[config.mk]
export PLATFORM = sky130hd
export DESIGN_NAME = kfsi_cell
export DESIGN_NICKNAME = d
export VERILOG_FILES = /design/src/rtl/kfsi_pkg.sv /design/src/rtl/kfsi_cell.sv
export SDC_FILE = /design/constraint.sdc
export NUM_CORES = 1
export LEC_CHECK = 0
export BUFFER_PORTS_ARGS = -buffer_cell sky130_fd_sc_hd__buf_2
export CORE_ASPECT_RATIO = 0.5
export CORE_MARGIN = 2
export CORE_UTILIZATION = 43
export DETAILED_ROUTE_END_ITERATION = 10
export PLACE_DENSITY_LB_ADDON = 0.25
export SLEW_MARGIN = 20
export SYNTH_ARGS = -nofsm -noshare
export SYNTH_HDL_FRONTEND = slang
export SYNTH_SLANG_ARGS = --single-unit
[constraint.sdc]
create_clock -name clk -period 2.9 [get_ports clk]
set_input_delay 0.145 -clock clk [delete_from_list [all_inputs] [get_ports clk]]
set_output_delay 0.145 -clock clk [all_outputs]
set_load 0.02 [all_outputs]
[src/rtl/kfsi_pkg.sv]
// Shared types and constants for the keyframe scale interpolator.
package kfsi_pkg;
  localparam int MaxKeys = 32;
  localparam int IdxW = $clog2(MaxKeys);
  localparam int CntW = IdxW + 1;
  localparam int FrameW = 32;
  localparam int ScaleW = 16;
  localparam logic signed [ScaleW-1:0] ScaleOne = 16'sd256;

  typedef enum logic [2:0] {
    CMD_INSERT = 3'd0,
    CMD_REMOVE = 3'd1,
    CMD_QUERY  = 3'd2,
    CMD_MOVE   = 3'd3,
    CMD_CLEAR  = 3'd4
  } cmd_t;

  typedef enum logic [1:0] {
    ST_OK       = 2'd0,
    ST_FULL     = 2'd1,
    ST_BAD_IDX  = 2'd2,
    ST_SAME     = 2'd3
  } result_code_t;

  typedef struct packed {
    logic [FrameW-1:0]        frame;
    logic signed [ScaleW-1:0] scale;
    logic                     locked;
  } key_t;

  // Per-cell shift control: 0 hold, 1 load from left, 2 load from right, 3 load new.
  typedef enum logic [1:0] {
    SH_HOLD  = 2'd0,
    SH_LEFT  = 2'd1,
    SH_RIGHT = 2'd2,
    SH_LOAD  = 2'd3
  } shop_t;

  typedef struct packed {
    logic            active;
    logic [CntW-1:0] lo;
    logic [CntW-1:0] hi;
  } span_t;
endpackage

[src/rtl/kfsi_cell.sv]
// One table cell: holds a key and shifts to or from its neighbors.
module kfsi_cell (
  input  logic          clk,
  input  kfsi_pkg::shop_t op,
  input  kfsi_pkg::key_t  left_key,
  input  kfsi_pkg::key_t  right_key,
  input  kfsi_pkg::key_t  new_key,
  output kfsi_pkg::key_t  key
);
  import kfsi_pkg::*;
  key_t key_r;

  always_ff @(posedge clk) begin
    unique case (op)
      SH_HOLD:  key_r <= key_r;
      SH_LEFT:  key_r <= left_key;
      SH_RIGHT: key_r <= right_key;
      SH_LOAD:  key_r <= new_key;
      default:  key_r <= key_r;
    endcase
  end

  assign key = key_r;
endmodule

==> out/summary.txt, run 1 <==
====================================================================================
Run status ............................................................ finished, final reports clean
Count of endpoints failing setup in the final report ..................            0
Startpoint-to-endpoint class of the critical path ..................... primary input to register
Post-Synthesis Net Count ..............................................          364
Overall power .........................................................    0.00187 W
Biggest area consumer among synthesized cells ......................... sky130_fd_sc_hd__edfxtp_1
Startpoint types ...................................................... primary input
Vias in the first global route ........................................         2178
H-tree depth reported by CTS ..........................................            2
Number of input and output port buffers inserted ......................          198
Worst-margin pin slew .................................................     0.876 ns
RSZ-0062 raised after global routing ..................................        false
CP required ...........................................................      2.88 ns
Dpl hpwl ..............................................................      4750 um
Overall global routing resource usage .................................        17.7%
Final critical-path required period ...................................      1.27 ns
# Post-CTS Setup Buffers ..............................................            0
Total length of routed wires ..........................................      6180 um
CTS tree ..............................................................        built
Count of mapped cells out of synthesis ................................          214
Routed length per placed instance .....................................      12.9 um
Max Fclk ..............................................................      785 MHz
First-pass GRT wire length ............................................      9200 um
Number of resized instances in the post-cts repair step ...............            0
Initial antenna violation count .......................................            0
Flip-flop count of the largest register, all copies and words added ...           49
Layout cell share with drive strength beyond 1 ........................        51.0%
Top cells by area, synth .............................................. sky130_fd_sc_hd__edfxtp_1 58%, sky130_fd_sc_hd__mux2i_1 19%, sky130_fd_sc_hd__a21oi_1 9.7%
P per Cell Area .......................................................  512 nW/um^2
Starting density of the core ..........................................        45.5%
Number of core rows ...................................................           19
Core footprint ........................................................    5590 um^2
Clock-pin transition on the worst setup and hold timing paths .........      0.06 ns
Netlist cell types ....................................................            9
First-pass iteration count of the detailed router .....................            4
Antenna fix cells .....................................................            0
CTS Buffer Depth ......................................................            2
Aggregate negative setup slack ........................................         0 ns
Data arrival at the endpoint of the critical path .....................      1.26 ns
CTS Buf Count .........................................................            5
Count of maximum capacitance violations ...............................            0
Pin count of the biggest net entering global routing ..................           99
Gr ovfl total .........................................................            0
Critical path peak fanout .............................................           49
Layout filler cell count ..............................................          482
Post-synthesis sequential area ratio ..................................        57.9%
Count of boundary I/O pins ............................................          199
Fin. Hold Viols .......................................................            0
Normalized max-slew margin ............................................        41.6%
Multi-input logic area ................................................     926 um^2
Final critical-path share of the clock period .........................        43.9%
Detail Route Antenna Nets .............................................            0
Area share of the largest cell type after synthesis ...................        57.9%
Area of the die .......................................................    6580 um^2
Non-filler instance count after layout ................................          479
TritonCTS Sinks .......................................................           49
Weighted congestion at the end of routability-driven global placement .        0.721
Area taken by flip-flops and latches ..................................    1470 um^2
Number of nets in the finished design .................................          555
Synth warn ............................................................            0
Detailed-route via count ..............................................         2336
LEAKAGE ...............................................................      1.81 nW
Post-synth design cell area ...........................................    2540 um^2
Chip Width ............................................................       113 um
Layout overhead on the synthesized area ...............................        43.7%
Worst hold path type .................................................. primary input to register
Vias per cell .........................................................         4.88
#FFs+latches synth ....................................................           49
Initial detailed-routing violation count ..............................           45
DRC ...................................................................            0
Cell at the root of the clock tree .................................... sky130_fd_sc_hd__clkbuf_16
Number of pins exceeding their max-slew limit in the final report .....            0
Crit end category .....................................................     register
Syn_area_per_cell .....................................................    11.9 um^2
IR Drop Worst-Case VDD ................................................   0.000266 V
Number of buffers inserted for hold repair after clock tree synthesis .            0
Vertical die dimension ................................................      58.4 um
Fraction of the core area covered by cells at the end of the flow .....        65.4%
DP Cell Count .........................................................          471
====================================================================================
==> logic make-up (layout without fill, tap and decap cells) <==
| family | after synthesis | count (layout) | share of synthesized area (%) |
|---|---|---|---|
| compound gates | 49 | 49 | 9.65 |
| buf+inv | 17 | 209 | 5.66 |
| flops | 49 | 49 | 57.9 |
| mux | 49 | 49 | 19.3 |
| simple gates | 50 | 50 | 7.48 |
==> metrics by stage <==
stage	worst slack (ns)	instance area [um^2]	hold WS, ns
6_report	1.63	3650	0.187
5_1_grt	1.50	3650	0.193
4_1_cts	1.61	3650	0.184
3_5_place_dp	1.31	3510	0.472
3_3_place_gp	1.38	3510	0.463
2_1_floorplan	1.43	2540	0.370
==> cell type report <==
cell class	count	area share, %
tap	73	2.50
timing repair buffer	201	28.1
multi-input combinational	148	25.4
clock buffer	8	3.74
sequential	49	40.3
==> cell usage after synthesis, drive strengths merged <==
library cell	number
or2	1
a21oi	49
mux2i	49
clkbuf	3
edfxtp	49
buf	14
nor2	49
==> layout by cell type (no fill, tap or decap) <==
master,netlist,final
sky130_fd_sc_hd__mux2i_1,49,49
sky130_fd_sc_hd__edfxtp_1,49,49
sky130_fd_sc_hd__clkbuf_16,0,5
sky130_fd_sc_hd__buf_2,7,198
sky130_fd_sc_hd__buf_4,0,2
sky130_fd_sc_hd__clkbuf_1,3,3
sky130_fd_sc_hd__buf_12,0,1
sky130_fd_sc_hd__nor2_1,49,49
sky130_fd_sc_hd__or2_2,1,1
sky130_fd_sc_hd__a21oi_1,49,49
==> metal layers <==
metal,routed length [um],share of wire (%),GRT usage (%),vias up
li1,-,-,-,1162
met1,2180,35,17.3,1077
met2,3460,56,37.0,93
met3,499,8.1,5.15,4
met4,44,0.71,5.05,0
met5,0,0,0,-
==> worst paths after layout <==
kind | slack [ns] | cells past startpoint | startpoint | to
worst max-delay path | 1.63 | 4 | op[0] | key[4]$_DFFE_PP_
worst min-delay path | 0.19 | 3 | left_key[45] | key[45]$_DFFE_PP_
==> where the power goes <==
group          switching (W)  internal, W
clock               0.000220     0.000321
combinational       0.000250     0.000185
sequential         0.0000182     0.000877
total               0.000487      0.00138
==> worst max-delay path: stages <==
cell and delay [ns]:
sky130_fd_sc_hd__buf_2 0.08, sky130_fd_sc_hd__buf_4 0.64, sky130_fd_sc_hd__mux2i_1 0.28, sky130_fd_sc_hd__a21oi_1 0.09
Power figures use the tool's default switching activity.
==> run 2, diff against run 1 <==
CORE_UTILIZATION = 40   (was 43)
clock period = 1.2 ns   (was 2.9 ns; I/O delays follow)
==> run 2 against run 1 <==
  * Critical path depth is 3 lower
  * Wire length is 4.6% lower
  * Power is 140% higher
  * Sequential share of layout area is 0.60 points lower
  * Clock-buffer cell count is 3 lower
  * Combinational power is 140% higher
  * Design area is 1.5% higher
  * Sequential power is 140% higher
  * Clock power is 140% higher
  * Die area is 7.1% higher
  * Final cell count is 3.3% higher
  * Flip-flop and latch count stayed put
==> out/summary.txt, run 2 (synthesis gave the netlist of run 1 again) <==
=====================================================================================
Run status ............................................................. finished, final reports clean   unchanged
Number of pins exceeding their max-slew limit in the final report ......            0   unchanged
Final critical-path required period ....................................     0.899 ns
Count of boundary I/O pins .............................................          199   unchanged
Cell at the root of the clock tree ..................................... sky130_fd_sc_hd__clkbuf_16   unchanged
Max Fclk ...............................................................     1110 MHz
Flip-flop count of the largest register, all copies and words added ....           49   unchanged
P per Cell Area ........................................................ 1220 nW/um^2   was 512 nW/um^2
Number of resized instances in the post-cts repair step ................            0   unchanged
First-pass GRT wire length .............................................      8890 um   was 9200 um
Fin. Hold Viols ........................................................            0   unchanged
Final critical-path share of the clock period ..........................        74.9%
CP required ............................................................      1.14 ns   was 2.88 ns
Count of endpoints failing setup in the final report ...................            0   unchanged
Sequential group share of total power ..................................        47.7%   was 47.9%
Vias per cell ..........................................................         4.59   was 4.88
Combinational share of power ...........................................        23.4%   was 23.3%
RSZ-0062 raised after global routing ...................................        false   unchanged
DRC ....................................................................            0   unchanged
Dpl hpwl ...............................................................      4520 um   was 4750 um
Area of the die ........................................................    7050 um^2   was 6580 um^2
Buffer and inverter count on the worst path ............................            1   was 2
Vias in the first global route .........................................         2152   was 2178
Number of nets in the finished design ..................................          556   was 555
Startpoint-to-endpoint class of the critical path ...................... register to output port   was primary input to register
Final design area excluding fillers ....................................    3710 um^2   was 3650 um^2
CTS tree ...............................................................        built   unchanged
Normalized max-slew margin .............................................        55.4%   was 41.6%
H-tree depth reported by CTS ...........................................            2   unchanged
Overall global routing resource usage ..................................        16.3%   was 17.7%
Clock power share ......................................................        29.0%   was 28.9%
Data arrival at the endpoint of the critical path ......................      0.84 ns   was 1.26 ns
Delay of the slowest cell on the worst path ............................      0.39 ns   was 0.64 ns
CP max-delay cell ...................................................... sky130_fd_sc_hd__edfxtp_1   was sky130_fd_sc_hd__buf_4
Count of maximum capacitance violations ................................            0   unchanged
Core footprint .........................................................    6110 um^2   was 5590 um^2
Net switching share of the total power .................................        26.6%   was 26.1%
First-pass iteration count of the detailed router ......................            4   unchanged
CTS Buf Count ..........................................................            5   unchanged
Initial antenna violation count ........................................            0   unchanged
Layout filler cell count ...............................................          555   was 482
Startpoint types .......................................................     register   was primary input
Psw ....................................................................    0.00121 W   was 0.000487 W
Most used cells in the layout excluding fill and tap cells ............. 198 x sky130_fd_sc_hd__buf_2, 49 x sky130_fd_sc_hd__mux2i_1, 49 x sky130_fd_sc_hd__nor2_1, 49 x sky130_fd_sc_hd__a21oi_1, 49 x sky130_fd_sc_hd__edfxtp_1   unchanged
Detail Route Antenna Nets ..............................................            0   unchanged
Clock-pin transition on the worst setup and hold timing paths ..........      0.06 ns   about the same
Weighted congestion at the end of routability-driven global placement ..        0.803   was 0.721
Initial detailed-routing violation count ...............................           92   was 45
Detailed-route via count ...............................................         2272   was 2336
Chip Width .............................................................       117 um   was 113 um
LEAKAGE ................................................................      1.82 nW   was 1.81 nW
Total cell area at the placement stage .................................    3570 um^2   was 3510 um^2
Worst-margin pin slew ..................................................     0.668 ns   was 0.876 ns
Total length of routed wires ...........................................      5900 um   was 6180 um
Critical path peak fanout ..............................................            1   was 49
Routed length per placed instance ......................................      11.9 um   was 12.9 um
Antenna fix cells ......................................................            0   unchanged
Worst hold path type ................................................... primary input to register   unchanged
TritonCTS Sinks ........................................................           49   unchanged
Overall power ..........................................................    0.00454 W   was 0.00187 W
Cell family with the largest share of critical-path delay ..............   flip-flops   was buffers and inverters
CTS Buffer Depth .......................................................            2   unchanged
Cell internal power dissipation ........................................    0.00333 W   was 0.00138 W
Crit end category ......................................................  output port   was register
Number of input and output port buffers inserted .......................          198   unchanged
Pin count of the biggest net entering global routing ...................           99   unchanged
Starting density of the core ...........................................        41.6%   was 45.5%
Vertical die dimension .................................................      60.4 um   was 58.4 um
Layout cell share with drive strength beyond 1 .........................        51.4%   was 51.0%
Most frequent standard cell in the layout excluding fill and tap cells . sky130_fd_sc_hd__buf_2   unchanged
IR Drop Worst-Case VDD .................................................   0.000540 V   was 0.000266 V
Gr ovfl total ..........................................................            0   unchanged
Number of buffers inserted for hold repair after clock tree synthesis ..            0   unchanged
Aggregate negative setup slack .........................................         0 ns   unchanged
Number of core rows ....................................................           20   was 19
Cell-by-cell trace of the critical path ................................        buf_2   was buf_2 > buf_4 > mux2i_1 > a21oi_1
# Post-CTS Setup Buffers ...............................................            0   unchanged
Layout overhead on the synthesized area ................................        45.8%   was 43.7%
=====================================================================================
==> run 2: cell count changes in the layout (fill, tap and decap cells not counted), sizes merged <==
cell,previous run,this run
clkinv,0,3
clkbuf,8,5
buf,201,202
==> run 2: stage by stage <==
step / instances / utilization [%] / setup WS, ns / hold WS, ns
floorplan: 214 / - / 0.0527 / 0.285
global placement: 487 / 58.4 / 0.0822 / 0.384
detailed placement: 487 / 58.4 / 0.0572 / 0.387
CTS: 495 / 60.7 / 0.289 / 0.0927
global route: 495 / 60.7 / 0.259 / 0.0972
finish: 495 / 60.7 / 0.301 / 0.0981
==> run 2: power by group through the flow <==
stage | Clock (W) | Sequential, W | Combinational (W)
2_1_floorplan | 0 | 0.00248 | 0.000338
3_3_place_gp | 0 | 0.00220 | 0.00105
5_1_grt | 0.00145 | 0.00219 | 0.00115
6_report | 0.00131 | 0.00216 | 0.00106
3_5_place_dp | 0 | 0.00220 | 0.00107
4_1_cts | 0.00136 | 0.00217 | 0.00107
==> run 2: path summary, 6_finish.rpt <==
path	startpoint	end	slack (ns)	cells after the start
setup / recovery	key[17]$_DFFE_PP_	key[17]	0.30	1
hold / removal	left_key[46]	key[46]$_DFFE_PP_	0.1	3
==> run 2: final cells by class <==
cell class              count  area (um^2)  share of cell area, %
clock inverters             3         12.5                  0.338
repair buffers            202         1060                   28.6
well taps                  88          110                   2.97
multi-input cells         148          928                   25.1
flip-flops and latches     49         1470                   39.7
clock buffers               5          125                   3.38
==> run 2: routing by layer <==
layer / GRT usage (%) / part of all wire, % / wire length [um] / vias up
met3: 5.19 / 7.8 / 462 / 6
met4: 5.21 / 0.83 / 49 / 0
li1: - / - / - / 1166
met2: 33.6 / 55 / 3250 / 85
met1: 15.7 / 36 / 2140 / 1015
met5: 0 / 0 / 0 / -
