### src/rtl/kfsi_pkg.sv
// Shared types and constants for the keyframe scale interpolator.
package kfsi_pkg;
  localparam int MaxKeys = 32;
  localparam int IdxW = $clog2(MaxKeys);
  localparam int CntW = IdxW + 1;
  localparam int FrameW = 32;
  localparam int ScaleW = 16;
  localparam logic signed [ScaleW-1:0] ScaleOne = 16'sd256;

  typedef enum logic [2:0] {
    CMD_INSERT = 3'd0,
    CMD_REMOVE = 3'd1,
    CMD_QUERY  = 3'd2,
    CMD_MOVE   = 3'd3,
    CMD_CLEAR  = 3'd4
  } cmd_t;

  typedef enum logic [1:0] {
    ST_OK       = 2'd0,
    ST_FULL     = 2'd1,
    ST_BAD_IDX  = 2'd2,
    ST_SAME     = 2'd3
  } result_code_t;

  typedef struct packed {
    logic [FrameW-1:0]        frame;
    logic signed [ScaleW-1:0] scale;
    logic                     locked;
  } key_t;

  // Per-cell shift control: 0 hold, 1 load from left, 2 load from right, 3 load new.
  typedef enum logic [1:0] {
    SH_HOLD  = 2'd0,
    SH_LEFT  = 2'd1,
    SH_RIGHT = 2'd2,
    SH_LOAD  = 2'd3
  } shop_t;

  typedef struct packed {
    logic            active;
    logic [CntW-1:0] lo;
    logic [CntW-1:0] hi;
  } span_t;
endpackage

### src/rtl/kfsi_div.sv
// Serial restoring divider for the interpolation quotient.
module kfsi_div (
  input  logic        clk,
  input  logic        rst_n,
  input  logic        start,
  input  logic [47:0] num,
  input  logic [31:0] den,
  output logic        done,
  output logic [47:0] quo
);
  import kfsi_pkg::*;
  logic [47:0] q_r, q_nxt;
  logic [32:0] rem_r, rem_nxt;
  logic [5:0]  cnt_r, cnt_nxt;
  logic        busy_r, busy_nxt;
  logic        done_r, done_nxt;
  logic [32:0] trial;

  always_comb begin
    q_nxt = q_r;
    rem_nxt = rem_r;
    cnt_nxt = cnt_r;
    busy_nxt = busy_r;
    done_nxt = 1'b0;
    trial = {rem_r[31:0], q_r[47]} - {1'b0, den};
    if (start) begin
      q_nxt = num;
      rem_nxt = '0;
      cnt_nxt = 6'd48;
      busy_nxt = 1'b1;
    end else if (busy_r) begin
      if (!trial[32]) begin
        rem_nxt = trial;
        q_nxt = {q_r[46:0], 1'b1};
      end else begin
        rem_nxt = {rem_r[31:0], q_r[47]};
        q_nxt = {q_r[46:0], 1'b0};
      end
      cnt_nxt = cnt_r - 6'd1;
      if (cnt_r == 6'd1) begin
        busy_nxt = 1'b0;
        done_nxt = 1'b1;
      end
    end
  end

  always_ff @(posedge clk) begin
    if (!rst_n) begin
      busy_r <= 1'b0;
      done_r <= 1'b0;
      cnt_r <= '0;
    end else begin
      busy_r <= busy_nxt;
      done_r <= done_nxt;
      cnt_r <= cnt_nxt;
    end
    q_r <= q_nxt;
    rem_r <= rem_nxt;
  end

  assign done = done_r;
  assign quo = q_r;
endmodule

### config.mk
export PLATFORM = sky130hd
export DESIGN_NAME = kfsi_div
export DESIGN_NICKNAME = d
export VERILOG_FILES = /design/src/rtl/kfsi_pkg.sv /design/src/rtl/kfsi_div.sv
export SDC_FILE = /design/constraint.sdc
export NUM_CORES = 1
export LEC_CHECK = 0
export ABC_AREA = 1
export BUFFER_PORTS_ARGS = -buffer_cell sky130_fd_sc_hd__buf_2
export CAP_MARGIN = 20
export CORE_ASPECT_RATIO = 1.5
export CORE_MARGIN = 3
export CORE_UTILIZATION = 35
export CTS_BUF_LIST = sky130_fd_sc_hd__clkbuf_2 sky130_fd_sc_hd__clkbuf_4 sky130_fd_sc_hd__clkbuf_8
export DETAILED_ROUTE_END_ITERATION = 12
export GPL_TIMING_DRIVEN = 0
export PLACE_DENSITY = 0.65
export SLEW_MARGIN = 20
export SYNTH_ARGS = -nofsm -noshare
export SYNTH_HDL_FRONTEND = slang
export SYNTH_SLANG_ARGS = --single-unit
export TNS_END_PERCENT = 50
### constraint.sdc
create_clock -name clk -period 3.7 [get_ports clk]
set_input_delay 0.185 -clock clk [delete_from_list [all_inputs] [get_ports clk]]
set_output_delay 0.185 -clock clk [all_outputs]
set_load 0.01 [all_outputs]
==> results of run 1 <==
## routing by layer
| layer | up-vias | global-route usage [%] | share of wire [%] |
|---|---|---|---|
| li1 | 3511 | - | - |
| met1 | 2875 | 18.4 | 40 |
| met2 | 137 | 34.3 | 53 |
| met3 | 27 | 3.65 | 4.9 |
| met4 | 2 | 6.21 | 2.4 |
| met5 | - | 0 | 0.071 |
## stage by stage
step / hold slack [ns] / worst slack, ns / util (%) / total power, W
after floorplan: 0.310 / 1.42 / - / 0.00139
after global placement: 0.437 / 0.733 / 41.3 / 0.00156
after detailed placement: 0.448 / 1.15 / 41.4 / 0.00156
after CTS: 0.0356 / 1.11 / 42.5 / 0.00228
after global routing: 0.0562 / 0.891 / 42.5 / 0.00237
final: 0.0485 / 1.13 / 42.5 / 0.00224
## where the power goes
group	switching (W)	internal, W	leakage [nW]	total (W)
combinational	0.000244	0.000149	3.69	0.000394
clock	0.000432	0.000272	0.103	0.000704
sequential	0.0000357	0.00111	0.817	0.00114
## synthesized netlist by cell type (all sizes together)
cell type and number:
nand2 539, inv 217, nand3 57, nor2 54, edfxtp 48, dfxtp 40, ha 34, a21oi 16
clkbuf 13, xnor2 13, buf 11, nor3 8, nand4 6, o21ai 6, and2 5, xor2 3
a211oi 2, nand3b 2, o21bai 2, or2 2, a21o 1, a31oi 1, and3 1, clkinv 1
fa 1, nor3b 1
## cell families after synthesis
| group | Yosys count | share of synthesized area, % |
|---|---|---|
| buf+inv | 242 | 14.1 |
| xor+xnor | 16 | 2.06 |
| simple gates | 675 | 41.8 |
| flops | 88 | 33.0 |
| compound gates | 28 | 2.49 |
| fa+ha+maj | 35 | 6.56 |
## state kept, by name, summed over array words and instances, names as in the netlist
name / flops
cnt_r: 6
rem_r: 32
busy_r: 1
done: 1
quo: 48
## tightest hold or removal path, cell delays in order
cell,delay [ns]
buf_2,0.10
o21ai_0,0.07
inv_1,0.05
## worst max-delay path by stage
stage | from | endpoint | slack [ns]
5_1_grt | quo[47] | rem_r[23] | 0.89
6_report | quo[47] | rem_r[23] | 1.13
4_1_cts | quo[47] | rem_r[23] | 1.11
2_1_floorplan | quo[47] | quo[0] | 1.42
3_3_place_gp | start | quo[47] | 0.73
3_5_place_dp | quo[47] | rem_r[23] | 1.15
## final cells by class
type                            instances  share of cell area (%)
Multi-Input combinational cell        754                    45.0
Sequential cell                        88                    28.1
Buffer                                 24                    1.74
Tap cell                              252                    3.95
Clock inverter                          7                   0.957
Clock buffer                            9                    1.55
Timing Repair Buffer                  131                    8.41
Inverter                              218                    10.3
## cell usage in the layout (no fill, tap or decap), drive strengths merged
master,netlist,final
nor2,54,54
or2,2,2
clkbuf,13,22
o21bai,2,2
buf,11,142
a21o,1,1
ha,34,34
and3,1,1
nand3b,2,2
a21oi,16,16
nand4,6,6
xor2,3,3
xnor2,13,13
fa,1,1
edfxtp,48,48
nor3b,1,1
a31oi,1,1
nor3,8,8
inv,217,223
and2,5,5
a211oi,2,2
o21ai,6,6
nand3,57,57
dfxtp,40,40
clkinv,1,2
nand2,539,539
==> load_flow_metrics.sql, run 1 <==
INSERT INTO impl_metrics (metric_group, metric, value, unit) VALUES
('run_status', 'outcome', 'finished clean', ''),
('yosys', 'netlist.top_cell.by_area', 'nand2_1', ''),
('clock_tree', 'clock_tree.htree_level_count', '3', ''),
('route', 'postRouteWirelength', '18.4', 'mm'),
('clock_tree', 'post_cts.resized_instances', '0', ''),
('cells_and_area', 'final_design_area_no_fill', '7970', 'um^2'),
('clock_tree', 'cts_made_buffers', '9', ''),
('yosys', 'syn_avg_cell_area', '6.26', 'um^2'),
('grt', 'first_global_vias', '6513', ''),
('grt', 'grt_pass1_wl', '29.9', 'mm'),
('power', 'vdd.ir_drop.worst', '203', 'uV'),
('floorplan', 'floorplan.rows', '61', ''),
('floorplan', 'die_y', '177', 'um'),
('yosys', 'postSynthRegisterBits', '88', ''),
('worst_setup_path', 'crit-reg2reg-capture', 'rem_r[23]', ''),
('worst_setup_path', 'path_delay_family', 'simple AND/OR/NAND/NOR gates', ''),
('sta', 'hold_violations', '0', ''),
('placement', 'place.detailed.instances', '1467', ''),
('worst_setup_path', 'cp_data_arrival_time', '2.84', 'ns'),
('placement', 'port-buffer-count', '130', ''),
('worst_setup_path', 'crit_cells', '18', ''),
('clock_tree', 'worst_skew_pair.late_latency', '0.38', 'ns'),
('yosys', 'synth_sequential_area_ratio', '33.0', '%'),
('clock_tree', 'clkSlewWorstSetupHoldPaths', '0.11', 'ns'),
('min_path', 'capture_endpoint_of_the_worst_hold_path', 'cnt_r[5]', ''),
('worst_setup_path', 'cell_with_the_biggest_individual_delay_on_the_critical_path', 'fa_1', ''),
('worst_setup_path', 'crit_type', 'flop to flop', ''),
('power', 'leakage', '4.61', 'nW'),
('yosys', 'syn_nets', '1202', ''),
('clock_tree', 'post-cts-setup-buffer-count', '0', ''),
('sta', 'total_setup_violations_reported_at_the_end_of_the_flow', '0', ''),
('clock_tree', 'clock_path_buffers', '2', ''),
('yosys', 'yosysWarnings', '0', ''),
('worst_setup_path', 'max_stage_delay', '0.41', 'ns'),
('grt', 'grt_antenna_before_repair', '1', ''),
('floorplan', 'placeable_core_area', '18800', 'um^2'),
('worst_setup_path', 'cells_along_the_critical_path', 'inv_1 -> ha_1 -> fa_1 -> inv_1 -> nand2_1 -> nand2_1 -> nand3_2 -> nand2_4 -> nand2_2 -> nand2_4 -> nand2_4 -> nand2_2 -> nand2_2 -> nand2_2 -> buf_2 -> nand2_1 -> nand3_1 -> nand2_1', ''),
('sta', 'max_clock_skew', '0.0188', 'ns'),
('grt', 'grt_use_total', '17.6', '%'),
('cells_and_area', 'antenna_cells', '0', ''),
('sta', 'timing_max_transition_violations_final', '0', ''),
('route', 'routed_wire_length_per_instance', '12.4', 'um'),
('sta', 'final.period_utilization', '69.6', '%'),
('worst_setup_path', 'critical_path.endpoint_type', 'flop', ''),
('cells_and_area', 'ff_latch_area', '2240', 'um^2'),
('cells_and_area', 'nNetsFinal', '1344', ''),
('clock_tree', 'cts_root_buf', 'clkbuf_8', ''),
('placement', 'detailed_place_hpwl', '15.2', 'mm'),
('route', 'remaining_drcs', '0', ''),
('worst_setup_path', 'reg2regPathDepth', '18', ''),
('cells_and_area', 'fin_cells', '1483', ''),
('clock_tree', 'cts_tree', 'built', ''),
('sta', 'worst_tran_pin_value', '0.549', 'ns'),
('sta', 'slew_headroom', '63.4', '%'),
('cells_and_area', 'multi_input_area', '3590', 'um^2'),
('floorplan', 'initial_utilization', '36.2', '%'),
('flow_run', 'max_cap_viol_count', '0', ''),
('sta', 'achievable-frequency', '389', 'MHz'),
('yosys', 'synth_cell_type_count', '41', ''),
('worst_setup_path', 'regToRegStartpoint', 'quo[47]', ''),
('min_path', 'hold_path_startpoint', 'rst_n', ''),
('clock_tree', 'number_of_hold_buffers_added_after_cts', '0', ''),
('yosys', 'mappedNetlistArea', '6790', 'um^2'),
('min_path', 'min_path_type', 'primary input to flop', ''),
('min_path', 'instance_count_along_the_most_critical_hold_path', '3', ''),
('worst_setup_path', 'worstPathBufferInverterCount', '3', ''),
('route', 'drt-vias-per-instance', '4.42', ''),
('placement', 'placement.cell_area', '7770', 'um^2'),
('worst_setup_path', 'cp_data_required_time', '3.96', 'ns'),
('cells_and_area', 'layout-drive-gt1-share', '17.5', '%'),
('placement', 'globalplace.congestion', '0.963', '');
No activity file was read; power rests on OpenSTA's default activity.
==> run 2, diff against run 1 <==
--- a/config.mk
+++ b/config.mk
@@ -14,7 +14,7 @@
 export CTS_BUF_LIST = sky130_fd_sc_hd__clkbuf_2 sky130_fd_sc_hd__clkbuf_4 sky130_fd_sc_hd__clkbuf_8
 export DETAILED_ROUTE_END_ITERATION = 12
 export GPL_TIMING_DRIVEN = 0
-export PLACE_DENSITY = 0.65
+export PLACE_DENSITY = 0.67
 export SLEW_MARGIN = 20
 export SYNTH_ARGS = -nofsm -noshare
 export SYNTH_HDL_FRONTEND = slang
==> constraint.sdc (replaced) <==
create_clock -name clk -period 2.25 [get_ports clk]
set_input_delay 0.1125 -clock clk [delete_from_list [all_inputs] [get_ports clk]]
set_output_delay 0.1125 -clock clk [all_outputs]
set_load 0.01 [all_outputs]
==> load_flow_metrics.sql, run 2 (same netlist as run 1, synthesis figures left out) <==
INSERT INTO impl_metrics (metric_group, metric, value, unit) VALUES
('run_status', 'outcome', 'finished with violations', ''),
('run_status', 'violations', 'negative setup slack', ''),
('worst_setup_path', 'critPathLaunchType', 'flop', ''),
('route', 'routed_wire_length_per_instance', '12.6', 'um'),
('cells_and_area', 'leading_cell_type_in_the_layout_fill_and_taps_excluded', 'nand2_1', ''),
('clock_tree', 'clock_path_buffers', '2', ''),
('clock_tree', 'worst_skew_pair.late_latency', '0.39', 'ns'),
('sta', 'total_setup_violations_reported_at_the_end_of_the_flow', '19', ''),
('power', 'vdd.ir_drop.worst', '319', 'uV'),
('sta', 'finalCriticalPeriod', '2.32', 'ns'),
('worst_setup_path', 'cp_data_arrival_time', '2.61', 'ns'),
('placement', 'globalplace.congestion', '0.977', ''),
('power', 'leakage', '4.95', 'nW'),
('clock_tree', 'cts_made_buffers', '9', ''),
('grt', 'first_global_vias', '6846', ''),
('cells_and_area', 'final_design_area_no_fill', '8710', 'um^2'),
('floorplan', 'design.portCount', '132', ''),
('placement', 'port-buffer-count', '130', ''),
('sta', 'finalSetupTns', '-0.436', 'ns'),
('worst_setup_path', 'crit_type', 'flop to flop', ''),
('sta', 'worst_tran_pin_value', '0.596', 'ns'),
('sta', 'final.period_utilization', '103', '%'),
('sta', 'max_clock_skew', '0.0158', 'ns'),
('route', 'remaining_drcs', '0', ''),
('cells_and_area', 'nNetsFinal', '1400', ''),
('placement', 'worst_case_setup_slack_after_placement', '-0.237', 'ns'),
('route', 'postRouteWirelength', '19.4', 'mm'),
('clock_tree', 'clkSinkCount', '88', ''),
('grt', 'grt_remaining_overflow', '0', ''),
('route', 'drt-vias-per-instance', '4.45', ''),
('flow_run', 'max_cap_viol_count', '0', ''),
('worst_setup_path', 'flop_to_flop_setup_slack', '-0.07', 'ns'),
('placement', 'detailed_place_hpwl', '15.0', 'mm'),
('worst_setup_path', 'timing.critical_path.fanout_max', '5', ''),
('route', 'initialDrtViolationCount', '335', ''),
('sta', 'timing_max_transition_violations_final', '0', ''),
('worst_setup_path', 'regToRegStartpoint', 'rem_r[19]', ''),
('worst_setup_path', 'reg2regPathDepth', '16', ''),
('sta', 'slew_headroom', '60.3', '%'),
('sta', 'grt_setup_unrepaired', 'yes', ''),
('route', 'drt_pass1_iterations', '5', ''),
('floorplan', 'initial_utilization', '36.2', '%'),
('sta', 'hold_violations', '0', ''),
('placement', 'placement.cell_area', '7780', 'um^2'),
('sta', 'achievable-frequency', '432', 'MHz'),
('min_path', 'min_path_type', 'primary input to flop', ''),
('floorplan', 'die_y', '177', 'um'),
('sta', 'layout_setup_ws', '-0.0651', 'ns'),
('cells_and_area', 'layout-drive-gt1-share', '19.0', '%'),
('cells_and_area', 'area.growth.synth_to_final', '28.4', '%'),
('clock_tree', 'cts_root_buf', 'clkbuf_8', ''),
('sta', 'finalHoldWorstSlack', '0.0187', 'ns'),
('floorplan', 'floorplan.rows', '61', ''),
('power', 'cell_pwr_density', '434', 'nW/um^2'),
('floorplan', 'fp.dieArea', '21100', 'um^2'),
('cells_and_area', 'layout_common_cells', 'nand2_1, inv_1, buf_2, nor2_1, edfxtp_1', ''),
('worst_setup_path', 'crit-reg2reg-capture', 'rem_r[17]', ''),
('worst_setup_path', 'cp_data_required_time', '2.54', 'ns'),
('grt', 'grt_start_max_net_pins', '28', ''),
('min_path', 'hold_path_startpoint', 'num[43]', ''),
('grt', 'grt_antenna_before_repair', '1', ''),
('floorplan', 'die_width', '120', 'um'),
('route', 'dr_total_vias', '6853', ''),
('clock_tree', 'clock_tree.htree_level_count', '3', ''),
('grt', 'grt_pass1_wl', '32.1', 'mm'),
('cells_and_area', 'largest_register_ffs', '48', ''),
('grt', 'grt_use_total', '18.9', '%'),
('worst_setup_path', 'cp-startpoint', 'rem_r[19]', ''),
('floorplan', 'placeable_core_area', '18800', 'um^2'),
('clock_tree', 'clkSlewWorstSetupHoldPaths', '0.11', 'ns'),
('worst_setup_path', 'crit_end', 'rem_r[17]', ''),
('clock_tree', 'cts_tree', 'built', ''),
('power', 'power', '0.00378', 'W'),
('worst_setup_path', 'critical_path.endpoint_type', 'flop', ''),
('route', 'ant_nets', '0', '');
[run 2: worst max-delay path, stage by stage (launching register included)]
cell and delay [ns]:
dfxtp_1 0.34, ha_1 0.44, nand2_1 0.18, nor2_4 0.16, inv_2 0.06, nor2_4 0.12, and2_4 0.16, nand2_4 0.07
nand2_4 0.08, nand2_4 0.05, nand2_4 0.07, buf_12 0.13, buf_12 0.11, buf_12 0.10, nand2_2 0.04, nand3_2 0.05
nand2_1 0.04
[run 2: per-layer routing]
layer / part of all wire, % / vias to the layer above / track usage, % / routed length [um]
met4: 4.3 / 0 / 9.32 / 827
met1: 38 / 2989 / 19.5 / 7440
met5: 0 / - / 0 / 0
li1: - / 3633 / - / -
met3: 5.5 / 47 / 4.10 / 1080
met2: 52 / 184 / 35.7 / 10100
[run 2: through the flow]
step           utilization (%)  cells
6_report                  46.4   1540
5_1_grt                   46.4   1539
4_1_cts                   46.4   1539
3_5_place_dp              41.4   1467
3_3_place_gp              41.3   1466
2_1_floorplan                -   1084
[run 2: cell type report]
| cell class | instances | area (um^2) |
|---|---|---|
| Fill cell | 1981 | 10100 |
| Tap cell | 252 | 315 |
| Sequential cell | 88 | 2240 |
| Buffer | 23 | 155 |
| Inverter | 218 | 818 |
| Multi-Input combinational cell | 754 | 3700 |
| Antenna cell | 1 | 2.50 |
| Timing Repair Buffer | 188 | 1280 |
| Clock buffer | 9 | 124 |
| Clock inverter | 7 | 76.3 |
[run 2: repair_timing]
| item | CTS | global route |
|---|---|---|
| setup endpoints to repair | 58 | 33 |
| gates cloned | 2 | 0 |
| hold buffers | 42 | 0 |
| endpoints found under the hold margin | 44 | 0 |
| gates resized for setup | 32 | 7 |
| buffers inserted | 12 | 2 |
| pin swaps | 18 | 12 |
[run 2: power by group]
group / total (W) / switching, W / internal (W) / leakage, nW
logic: 0.000730 / 0.000426 / 0.000304 / 4.03
clock network: 0.00117 / 0.000721 / 0.000447 / 0.103
registers: 0.00188 / 0.0000621 / 0.00182 / 0.817
[run 2: worst min path at each step]
stage	endpoint	slack, ns	cells past startpoint
2_1_floorplan	cnt_r[5]	0.24	2
3_3_place_gp	cnt_r[5]	0.36	3
3_5_place_dp	cnt_r[5]	0.37	3
4_1_cts	quo[16]	0.001	3
5_1_grt	quo[43]	0.01	3
6_report	quo[43]	0.02	3
==> run 3, diff against run 2 <==
--- a/config.mk
+++ b/config.mk
@@ -6,7 +6,7 @@
 export NUM_CORES = 1
 export LEC_CHECK = 0
 export ABC_AREA = 1
-export BUFFER_PORTS_ARGS = -buffer_cell sky130_fd_sc_hd__buf_2
+export BUFFER_PORTS_ARGS = -buffer_cell sky130_fd_sc_hd__buf_4
 export CAP_MARGIN = 20
 export CORE_ASPECT_RATIO = 1.5
 export CORE_MARGIN = 3
==> load_flow_metrics.sql, run 3 (same netlist as run 1, synthesis figures left out) <==
INSERT INTO impl_metrics (metric_group, metric, value, unit) VALUES
('worst_setup_path', 'timing.critical_path.fanout_max', '5', ''),
('run_status', 'violations', 'negative setup slack', ''),
('clock_tree', 'worst_skew_pair.late_latency', '0.40', 'ns'),
('floorplan', 'die_y', '177', 'um'),
('power', 'vdd.ir_drop.worst', '356', 'uV'),
('power', 'p_comb_share', '21.4', '%'),
('clock_tree', 'cts_made_buffers', '9', ''),
('sta', 'achievable-frequency', '421', 'MHz'),
('cells_and_area', 'leading_cell_type_in_the_layout_fill_and_taps_excluded', 'nand2_1', ''),
('sta', 'layout_setup_ws', '-0.127', 'ns'),
('min_path', 'instance_count_along_the_most_critical_hold_path', '3', ''),
('sta', 'timing_max_transition_violations_final', '0', ''),
('run_status', 'outcome', 'finished with violations', ''),
('grt', 'grt_remaining_overflow', '0', ''),
('worst_setup_path', 'crit_type', 'flop to flop', ''),
('floorplan', 'initial_utilization', '36.2', '%'),
('placement', 'placement.cell_area', '8110', 'um^2'),
('grt', 'grt_use_total', '19.2', '%'),
('placement', 'port-buffer-count', '130', ''),
('grt', 'grt_antenna_before_repair', '0', ''),
('floorplan', 'die_width', '120', 'um'),
('worst_setup_path', 'cp_data_arrival_time', '2.67', 'ns'),
('cells_and_area', 'layout.core_utilization', '48.9', '%'),
('route', 'postRouteWirelength', '20.3', 'mm'),
('cells_and_area', 'fillers', '1939', ''),
('power', 'p_int', '0.00267', 'W'),
('floorplan', 'fp.dieArea', '21100', 'um^2'),
('clock_tree', 'cts_root_buf', 'clkbuf_8', ''),
('placement', 'globalplace.congestion', '0.974', ''),
('grt', 'grt_start_max_net_pins', '28', ''),
('power', 'switchingPower', '0.00125', 'W'),
('sta', 'finalSetupTns', '-1.66', 'ns'),
('sta', 'finalCriticalPeriod', '2.38', 'ns'),
('sta', 'grt_setup_unrepaired', 'yes', ''),
('sta', 'finalHoldWorstSlack', '0.0643', 'ns'),
('cells_and_area', 'layout_common_cells', 'nand2_1, inv_1, buf_4, nor2_1', ''),
('clock_tree', 'cts_tree', 'built', ''),
('sta', 'final.period_utilization', '106', '%'),
('clock_tree', 'clock_path_buffers', '2', ''),
('floorplan', 'design.portCount', '132', ''),
('floorplan', 'floorplan.rows', '61', ''),
('route', 'drt-vias-per-instance', '4.48', ''),
('cells_and_area', 'layout-drive-gt1-share', '19.7', '%'),
('grt', 'first_global_vias', '6953', ''),
('worst_setup_path', 'critPathLaunchType', 'flop', ''),
('cells_and_area', 'fin_cells', '1549', ''),
('grt', 'global_route.usage.met2', '36.9', '%'),
('worst_setup_path', 'crit-reg2reg-capture', 'rem_r[20]', ''),
('route', 'drt_pass1_iterations', '6', ''),
('placement', 'detailed_place_hpwl', '15.3', 'mm'),
('route', 'routed_wire_length_per_instance', '13.1', 'um'),
('cells_and_area', 'largest_register_ffs', '48', ''),
('route', 'dr_total_vias', '6940', ''),
('worst_setup_path', 'reg2regPathDepth', '20', ''),
('grt', 'grt_most_used_layer', 'met2', ''),
('power', 'seq_power_share', '48.2', '%'),
('min_path', 'hold_path_startpoint', 'num[27]', ''),
('sta', 'hold_violations', '0', ''),
('sta', 'worst_tran_pin_value', '0.641', 'ns'),
('power', 'proportion_of_power_drawn_by_the_clock_network', '30.4', '%'),
('sta', 'slew_headroom', '57.3', '%'),
('route', 'remaining_drcs', '0', ''),
('sta', 'total_setup_violations_reported_at_the_end_of_the_flow', '31', ''),
('placement', 'place.detailed.instances', '1467', ''),
('clock_tree', 'clkSlewWorstSetupHoldPaths', '0.11', 'ns'),
('worst_setup_path', 'regToRegStartpoint', 'quo[47]', ''),
('floorplan', 'placeable_core_area', '18800', 'um^2'),
('grt', 'met3_usage', '4.26', '%'),
('cells_and_area', 'multi_input_area', '3730', 'um^2'),
('route', 'ant_nets', '0', ''),
('power', 'leakage', '5.12', 'nW'),
('cells_and_area', 'final_design_area_no_fill', '9190', 'um^2'),
('clock_tree', 'clkSinkCount', '88', ''),
('worst_setup_path', 'critical_path.endpoint_type', 'flop', ''),
('min_path', 'min_path_type', 'primary input to flop', ''),
('min_path', 'capture_endpoint_of_the_worst_hold_path', 'quo[27]', ''),
('worst_setup_path', 'cp_data_required_time', '2.55', 'ns'),
('grt', 'groute.layer.met1.usage', '19.4', '%'),
('cells_and_area', 'area.growth.synth_to_final', '35.4', '%'),
('cells_and_area', 'antenna_cells', '0', ''),
('flow_run', 'max_cap_viol_count', '0', ''),
('route', 'initialDrtViolationCount', '277', ''),
('cells_and_area', 'nNetsFinal', '1410', ''),
('grt', 'grt_pass1_wl', '32.6', 'mm'),
('worst_setup_path', 'flop_to_flop_setup_slack', '-0.13', 'ns'),
('cells_and_area', 'ff_latch_area', '2240', 'um^2'),
('power', 'cell_pwr_density', '426', 'nW/um^2'),
('power', 'sw_frac_of_total', '31.9', '%'),
('sta', 'max_clock_skew', '0.0117', 'ns'),
('clock_tree', 'clock_tree.htree_level_count', '3', '');
run 3: metal layers:
layer | vias to the layer above | routed length, um
li1 | 3645 | -
met1 | 3080 | 7580
met2 | 170 | 10700
met3 | 45 | 1170
met4 | 0 | 762
met5 | - | 0
run 3: stage by stage:
step / worst slack, ns / total power, W
finish: -0.127 / 0.00392
global route: -0.260 / 0.00412
CTS: -0.150 / 0.00395
detailed placement: -0.240 / 0.00266
global placement: -0.656 / 0.00265
floorplan: 0.0283 / 0.00229
run 3: how the worst max path moves through the flow:
stage | slack, ns | to | depth (start not counted) | from
final | -0.13 | rem_r[20] | 20 | quo[47]
after global routing | -0.26 | rem_r[18] | 20 | quo[47]
after CTS | -0.15 | rem_r[19] | 20 | quo[47]
after detailed placement | -0.24 | rem_r[23] | 18 | quo[47]
after global placement | -0.66 | quo[47] | 4 | busy_r
after floorplan | 0.03 | quo[0] | 16 | quo[47]
run 3: power groups by stage:
stage	logic (W)	clock network, W	registers (W)
after floorplan	0.000338	0	0.00195
after global placement	0.000728	0	0.00192
after detailed placement	0.000747	0	0.00192
after CTS	0.000827	0.00124	0.00189
after global routing	0.000925	0.00129	0.00190
final	0.000837	0.00119	0.00189
run 3: repair_timing:
action | in CTS | in global routing
hold endpoints to repair | 49 | 1
gates resized for setup | 15 | 30
setup endpoints to repair | 53 | 55
pin swaps | 9 | 15
gates cloned | 2 | 2
buffers inserted | 13 | 3
hold buffers | 47 | 1
run 3: area by class of cell:
class / count / share of cell area, %
inverter: 218 / 8.91
multi-input combinational: 754 / 40.6
buffer: 23 / 1.59
clock inverter: 7 / 0.831
clock buffer: 9 / 1.35
sequential: 88 / 24.4
timing repair buffer: 198 / 18.8
tap: 252 / 3.43
run 3: worst max-delay path, stage by stage, from the launching register on:
cell,delay [ns]
edfxtp_1,0.39
inv_2,0.06
ha_4,0.16
fa_2,0.35
inv_2,0.08
nand2_2,0.06
nand2_2,0.07
nand3_2,0.08
nand2_4,0.09
nand2_4,0.05
nand2_4,0.09
nand2_4,0.07
nand2_4,0.08
nand2_4,0.06
nand2_4,0.07
buf_8,0.13
buf_12,0.11
buf_12,0.11
nand2_1,0.05
nand3_1,0.06
nand2_1,0.06
